## config.mk

```make
export PLATFORM = sky130hd
export DESIGN_NAME = pfa_check
export DESIGN_NICKNAME = d
export VERILOG_FILES = /design/src/design/pfa_pkg.sv /design/src/design/pfa_check.sv
export SDC_FILE = /design/constraint.sdc
export NUM_CORES = 1
export LEC_CHECK = 0
export ABC_AREA = 1
export BUFFER_PORTS_ARGS = -buffer_cell sky130_fd_sc_hd__buf_2
export CAP_MARGIN = 20
export CORE_AREA = 2 2 93 95
export DETAILED_ROUTE_END_ITERATION = 7
export DIE_AREA = 0 0 95 97
export SETUP_SLACK_MARGIN = 0.02
export SLEW_MARGIN = 10
export SYNTH_ARGS = -nofsm -noshare
export SYNTH_HDL_FRONTEND = slang
export SYNTH_SLANG_ARGS = --single-unit
```

## constraint.sdc

```tcl
create_clock -name vclk -period 2.7
set_input_delay 0.405 -clock vclk [all_inputs]
set_output_delay 0.405 -clock vclk [all_outputs]
set_load 0.01 [all_outputs]
```

## src/design/pfa_pkg.sv

```systemverilog
// Shared constants, codes and types of the per-CPU page allocator.
`default_nettype none
package pfa_pkg;

    localparam int NUM_CPUS   = 8;
    localparam int NUM_PAGES  = 32768;
    localparam int PAGE_SHIFT = 12;

    localparam int ADDR_W = 32;
    localparam int IDX_W  = (NUM_PAGES > 1) ? $clog2(NUM_PAGES) : 1;
    localparam int CPU_W  = (NUM_CPUS > 1) ? $clog2(NUM_CPUS) : 1;
    localparam int LINK_W = IDX_W + 1;

    localparam logic [ADDR_W-1:0] PAGE_MASK = ADDR_W'((64'd1 << PAGE_SHIFT) - 64'd1);

    localparam logic [ADDR_W-1:0] REGION_START_RST = 32'h8000_0000;
    localparam logic [ADDR_W-1:0] REGION_END_RST   = 32'h8800_0000;

    typedef enum logic {
        CMD_ALLOC = 1'b0,
        CMD_FREE  = 1'b1
    } t_cmd;

    typedef enum logic [1:0] {
        STAT_OK      = 2'd0,
        STAT_EMPTY   = 2'd1,
        STAT_BADADDR = 2'd2
    } t_status;

    typedef enum logic {
        REG_REGION_START = 1'b0,
        REG_REGION_END   = 1'b1
    } t_reg;

    typedef enum logic {
        S_IDLE = 1'b0,
        S_POP  = 1'b1
    } t_state;

    // Result of the free-address check.
    typedef struct packed {
        logic             ok;
        logic [IDX_W-1:0] idx;
    } t_chk;

    // One link entry: more is set when link points at a further page.
    typedef struct packed {
        logic             more;
        logic [IDX_W-1:0] link;
    } t_link;

endpackage
`default_nettype wire

```

## src/design/pfa_check.sv

```systemverilog
// Free-address check and page number computation.
`default_nettype none
module pfa_check (
    input  wire logic [pfa_pkg::ADDR_W-1:0] i_region_start,
    input  wire logic [pfa_pkg::ADDR_W-1:0] i_region_end,
    input  wire logic [pfa_pkg::ADDR_W-1:0] i_addr,
    output pfa_pkg::t_chk                   o_chk
);
    import pfa_pkg::*;

    logic [ADDR_W-1:0] base;
    logic [ADDR_W-1:0] diff;
    logic [ADDR_W-1:0] page_no;
    logic              aligned;
    logic              in_range;
    logic              idx_ok;

    always_comb begin
        base     = i_region_start & ~PAGE_MASK;
        aligned  = (i_addr & PAGE_MASK) == '0;
        in_range = (i_addr >= i_region_start) && (i_addr < i_region_end);
        // Only meaningful when in_range holds, since base never exceeds the address then.
        diff     = i_addr - base;
        page_no  = diff >> PAGE_SHIFT;
        idx_ok   = page_no < ADDR_W'(NUM_PAGES);
        o_chk.ok  = aligned && in_range && idx_ok;
        o_chk.idx = page_no[IDX_W-1:0];
    end

endmodule
`default_nettype wire

```

### Yosys cells after proc, flatten, opt, wreduce, memory -nomap -nowiden

Cells that the tools add are included.

| word-level totals | value |
|---|---|
| flip-flop bits (word level) | 0 |
| latch bits | 0 |
| bits in writable memories | 0 |
| memory bits (read-only) | 0 |
| input port bits | 96 |
| output and inout bits | 16 |
| word-level logic and storage cells | 8 |
| memories kept | 0 |

| operators by class | value |
|---|---|
| add/sub/neg operators | 1 |
| multipliers | 0 |
| divide/modulo/power cells | 0 |
| $lt $le $gt $ge | 3 |
| equality and inequality tests | 0 |
| shift-type cells | 0 |
| muxes and demuxes | 0 |
| bitwise operators | 0 |
| reduce and logical (&&, ||, !) cells | 4 |

Operators by type and width:

| operator | number |
|---|---|
| greater-or-equal comparator 32 bit | 1 |
| logical NOT 32 bit | 1 |
| < comparator 32 bit | 1 |
| subtractor 32 bit | 1 |
| < comparator 20 x 16 -> 1 bit (second input constant) | 1 |
| logical AND 1 bit | 3 |

### Depth between registers and ports, before layout

Gate-level depths: netlist (run 1).

| depth | value |
|---|---|
| depth after elaboration | 4 |
| gate-level depth with buffers | 16 |
| depth with buffers taken out | 16 |

### Worst setup path after synthesis (run 1)

OpenSTA, ideal clock, no wires.

| timing | value |
|---|---|
| path kind | input-to-output |
| start | input port i_addr[12] (netlist name) |
| end | output port o_chk[15] (netlist name) |
| arrival | 1.865 ns |
| data required time | 2.295 ns |
| path slack | 0.430 ns |
| stages | 12 |
| path buffers | 0 |
| cell sequence | inv_1 > ha_1 > fa_1 > o21ai_2 > nand2_1 > nand2_2 > nand2_2 > nand3_1 > nand2_1 > nor2_1 > nand2_1 > nor2_1 |

RTL lines:

| what | line | text |
|---|---|---|
| from (decl) | pfa_check.sv:6 | `input wire logic [pfa_pkg::ADDR_W-1:0] i_addr,` |
| to (decl) | pfa_check.sv:7 | `output pfa_pkg::t_chk o_chk` |

==> run summary, run 1 <==
The portion of the post-synthesis area used by sequential elements came out at 0%. The final net count came out at 727. The top achievable clock speed is 404 MHz.

The critical path data required time came out at 2.30 ns. The number of vias after detailed routing is 2947. The initial antenna violation count is 0. The met3 usage in global routing came out at 0.779%. The start-to-end type of the worst setup path is in -> out. The smallest setup slack after layout is 0.224 ns.

Input and output buffers added on the ports amount to 112. The most critical setup path has its startpoint at i_addr[12]. The total count of max-transition violations in the final report is 0. The most used standard cell by instance count after synthesis is inv_1. Summing all non-filler instances in the final layout gives an area of 3270 um^2. The worst hold slack came out at 1.22 ns.

The chip height came out at 97 um. STA classifies the critical path startpoint as an input port. The minimum clock period is 2.48 ns. Row generation in the floorplan step produced 33 rows.

In this run the biggest area consumer among cell types represents 31.3% of the synthesized area. The routability congestion estimate is 0.838. The number of iterations in the first detailed-routing pass is 4.

The total negative slack for setup checks is 0 ns. For the pin with the worst max-slew slack, the measured transition is 0.285 ns. The die width came out at 95 um. Setup repair after global routing left no endpoint under its margin. Global routing used 14.9% of the available tracks. The worst-path maximum fanout came out at 3. The clock buffer instance count of the final layout is 0.

The remaining global-route overflow is 0. The total wire length came out at 6860 um. Of the available clock period, the critical path in the final layout requires 91.7%.

The initial core utilization came out at 31.4%. The sequential cell area came out at 0 um^2. Fill cells in the final layout number 942.

The fraction of final layout cells with drive strength greater than 1 came out at 24.6%. The mean cell area of the mapped netlist is 5.68 um^2. Cells fill 40.2% of the core in the end.

The number of distinct library cells after synthesis is 27. The global-route met1 utilization is 19.7%. The first routing iteration left 66 violations. The first-pass GRT wire length is 11900 um.

The core region is 8130 um^2. In the post-synthesis netlist, the biggest area contributors are ha_1, inv_1, nand2_1. The sequential cell count came out at 0. The library cell with the largest summed area after synthesis is ha_1.

The total die area is 9220 um^2. Entering global routing, the biggest net connects 6 pins. Summing every instance area after synthesis gives 2560 um^2. The number of remaining DRC errors is 0. The antenna diode instance count came out at 0. The run finished with clean final reports. The min-delay analysis places its worst path in the category in -> out. The number of nets in the synthesized netlist came out at 611. The global routing usage on met2 is 27.8%. The I/O pin count came out at 112. The final-report hold violation count came out at 0.

The cell count after synthesis is 450. OpenSTA, run right after detailed placement, puts the worst setup slack at 0.0989 ns. The placed cell area is 3260 um^2. In this run the remaining antenna-violating nets after routing total 0. The hold-fix buffer count after cts is 0.

Ranked by instance count, the synthesized netlist is headed by inv_1, nand2_1, ha_1, a21oi_1, nor2_1. The power per standard cell area came out at 185 nW/um^2. In the routed layout, each cell is associated on average with a via count of 4.41. The final number of setup-violating endpoints came out at 0. The total of max-cap violations came out at 0. The cell count of the worst hold path is 4. The worst setup path is captured at an output port.

The termination of the worst setup path is o_chk[15]. Across the VDD grid, the largest voltage drop is 0.0544 mV. The worst slew margin relative to its limit came out at 81.0%. The global routing stage identified its most utilized layer as met2. Dividing the detail-routed wire length by the instance count gives 10.3 um. For this run, the number of Yosys warnings is 0. For this design the static power due to leakage is 0.00212 uW. The number of global-route vias before repair came out at 2918. Summed over all nets, the half-perimeter wirelength after detailed placement is 6440 um. For the worst setup path, the data arrival time is 2.07 ns. The area overhead of the layout relative to synthesis is 27.9%.
==> final cells by class <==
class / count / area, um^2 / share of cell area [%]
Inverter: 119 / 447 / 13.7
Multi-Input combinational cell: 331 / 2120 / 64.7
Tap cell: 105 / 131 / 4.02
Timing Repair Buffer: 114 / 576 / 17.6
==> worst max-delay path, stage by stage <==
cell	delay (ns)
buf_2	0.10
inv_1	0.04
ha_1	0.20
fa_2	0.38
o21ai_2	0.17
nand2_1	0.08
nand2_2	0.10
nand2_2	0.06
nand3_1	0.06
nand2_1	0.05
nor2_1	0.09
nand2_1	0.05
nor2_1	0.13
buf_2	0.15
==> cells by family (layout without fill, tap and decap cells) <==
logic type,count (synthesis),in the layout,share of synthesized area [%]
XOR/XNOR,13,13,4.45
AND/OR/NAND/NOR,195,195,33.3
AO/OA/AOI/OAI,58,58,12.6
adder cells (fa/ha/maj),65,65,32.1
buffers and inverters,119,233,17.5
==> how the worst min path moves through the flow <==
stage,start,endpoint,slack [ns]
finish,i_addr[12],o_chk[0],1.22
global route,i_addr[12],o_chk[0],1.28
CTS,i_addr[12],o_chk[0],1.23
detailed placement,i_addr[12],o_chk[0],1.23
global placement,i_addr[12],o_chk[0],1.22
floorplan,i_addr[12],o_chk[0],0.98
==> cells in the final DEF, fill, tap and decap left out, types with 2 or more instances in the layout <==
cell type  synthesis  final
ha_2               0      2
nor4_1             3      3
nor2_1            36     36
nand3_2            3      3
buf_4              0      2
inv_1            117    117
o21ai_0            6      6
a21oi_1           38     38
buf_2              0    112
nand3_1           11     11
nand2_1          116    116
inv_2              2      2
ha_1              64     62
nand4_1            6      6
nor3_1             3      3
o21bai_1           5      5
nand2_2            9      9
xnor2_1            7      7
o21a_1             2      2
xor2_1             6      6
a31oi_1            4      4
nor2_2             4      4
==> layer usage <==
| metal | vias to the layer above | wire [um] | part of all wire, % |
|---|---|---|---|
| met5 | - | 0 | 0 |
| met4 | 0 | 21 | 0.31 |
| met3 | 2 | 390 | 5.7 |
| met2 | 78 | 3220 | 47 |
| met1 | 1230 | 3230 | 47 |
| li1 | 1637 | - | - |
==> stage by stage <==
step / total power, uW / instances
3_3_place_gp: 605 / 669
4_1_cts: 615 / 669
6_report: 606 / 669
5_1_grt: 701 / 669
2_1_floorplan: 395 / 450
3_5_place_dp: 612 / 669
==> power breakdown <==
part           switching [uW]  internal [uW]
Combinational             344            262
Clock                       0              0
Sequential                  0              0
==> timing repair <==
| item | CTS | global route |
|---|---|---|
| resized for setup | 0 | 3 |
| setup endpoints to repair | 0 | 1 |
| setup buffers | 0 | 0 |
(Power assumes the default switching activity.)
==> run 2, diff against run 1 <==
CORE_AREA = 2 2 83 85   (was 2 2 93 95)
DIE_AREA = 0 0 85 87   (was 0 0 95 97)
PLACE_DENSITY = 0.69   (was default)
==> run summary, run 2 (same netlist as run 1, synthesis figures left out) <==
The run finished with clean final reports. The cell total after placement is 643. The type of element capturing the critical path is an output port. The number of vias after detailed routing came out at 2945. The transition at the pin with the smallest max-transition slack came out at 0.254 ns. The chip height is 87 um.

Setup repair after global routing left no endpoint under its margin. The first-pass GRT wire length is 11000 um. The hold-fix buffer count after cts came out at 0. The internal portion of the total power is 260 uW. The worst setup path is launched from an input port.

The part of the cycle the worst path needs came out at 92.2%. The initial core utilization is 38.9%. For this run the aggregate overflow at the end of global routing stands at 0. The library cells used most frequently in the layout, excluding fill and tap cells, are inv_1, nand2_1, buf_2. The number of remaining DRC errors came out at 0. The number of global-route vias before repair is 2723. The top achievable clock speed came out at 402 MHz. The path with the worst hold slack has its endpoint at o_chk[0]. The clock buffer instance count of the final layout is 0. The path class of the tightest hold or removal check is in -> out. The total of max-cap violations came out at 0. Input and output buffers added on the ports amount to 112.

The largest net degree at the start of global routing came out at 6. The antenna diode instance count came out at 0. The count of cells in the finished layout, fillers not included, comes to 644. Sequential cells placed in the final layout were counted as 0. The share of power burned in combinational logic is 100.0%. The post-route netlist has 24.3% of its cells at a drive strength greater than 1.

In the final routed layout, each cell accounts on average for 10.2 um. The total wire length is 6580 um. VDD sags by at most 0.0930 mV. The total leakage power came out at 0.00213 uW. The signal arrival time at the worst endpoint came out at 2.09 ns. The start-to-end type of the worst setup path is in -> out. The congestion estimate from routability-driven global placement came to 0.863. The first TritonRoute pass finished after 4 iterations.

The worst-path maximum fanout is 3. The total die area came out at 7400 um^2. The commonest non-fill, non-tap cell in the layout is inv_1. Compared with the post-synthesis result, the final layout area differs by 26.5%. The overall fraction of global-route tracks in use is 17.2%. The critical path data required time is 2.30 ns.

The total count of max-transition violations in the final report was 0. The minimum clock period is 2.49 ns. The row count is 30. The initial antenna violation count came to 0.

The I/O pin count came out at 112. The starting DRC count in detailed routing came out at 62. The HPWL after detailed placement is 6190 um. The sequential cell fraction of total power is 0%. The cell count of the worst hold path is 4. Summing all flip-flop and latch instances after layout gives 0 um^2.

The clock network burns 0% of the power. The final-report hold violation count is 0. The area of the core region is 6570 um^2.

The worst hold path begins at i_addr[12]. The total negative slack for setup checks is 0 ns. The total net switching power came out at 344 uW.

The average via count per standard cell came out at 4.57. The worst slew margin relative to its limit is 83.0%. The final number of setup-violating endpoints came out at 0. The switching share of power is 57.0%. The count of nets left with antenna violations once routing finished came out at 0. The final net count came out at 727. The die width is 85 um.

The power per standard cell area is 187 nW/um^2.
## run 2: worst max path at each step
stage / slack [ns] / cells after the start / from / to
floorplan: 0.43 / 12 / i_addr[12] / o_chk[15]
global placement: 0.12 / 14 / i_addr[12] / o_chk[15]
detailed placement: 0.05 / 14 / i_addr[12] / o_chk[15]
CTS: 0.05 / 14 / i_addr[12] / o_chk[15]
global route: 0.03 / 11 / i_addr[28] / o_chk[15]
finish: 0.21 / 14 / i_addr[12] / o_chk[15]
## run 2: cell type report
| class | instances | area (um^2) |
|---|---|---|
| Fill cell | 704 | 3330 |
| Timing Repair Buffer | 114 | 576 |
| Inverter | 119 | 447 |
| Multi-Input combinational cell | 331 | 2110 |
| Tap cell | 80 | 100 |
## run 2: critical path, cell delays in order
cell     delay [ns]
buf_2          0.11
inv_1          0.04
ha_1           0.20
fa_2           0.38
o21ai_2        0.17
nand2_1        0.08
nand2_2        0.10
nand2_2        0.06
nand3_1        0.06
nand2_1        0.05
nor2_1         0.10
nand2_1        0.06
nor2_1         0.12
buf_2          0.14
## run 2: power by group through the flow
stage               Clock, uW  Sequential (uW)  Combinational [uW]
floorplan                   0                0                 395
finish                      0                0                 605
global route                0                0                 690
global placement            0                0                 598
CTS                         0                0                 608
detailed placement          0                0                 605
## run 2: what timing repair did
action / in CTS / in global routing
endpoints found under the setup margin: 0 / 1
buffers inserted: 0 / 1
resized for setup: 0 / 1
## run 2: through the flow
stage          setup WS [ns]  total power [uW]  instance area, um^2  hold WS (ns)  util (%)
2_1_floorplan          0.430               395                 2560         0.982         -
3_3_place_gp           0.123               598                 3220          1.22      49.1
3_5_place_dp          0.0541               605                 3220          1.23      49.1
4_1_cts               0.0527               608                 3220          1.23      49.1
5_1_grt               0.0282               690                 3230          1.24      49.2
6_report               0.210               605                 3230          1.23      49.2
## run 2: layer usage
| metal | GRT usage, % | share of wire [%] | up-vias |
|---|---|---|---|
| met2 | 33.0 | 48 | 74 |
| met4 | 0 | 0 | 0 |
| li1 | - | - | 1645 |
| met1 | 22.6 | 47 | 1226 |
| met3 | 0.853 | 5.1 | 0 |
| met5 | 0 | 0 | - |
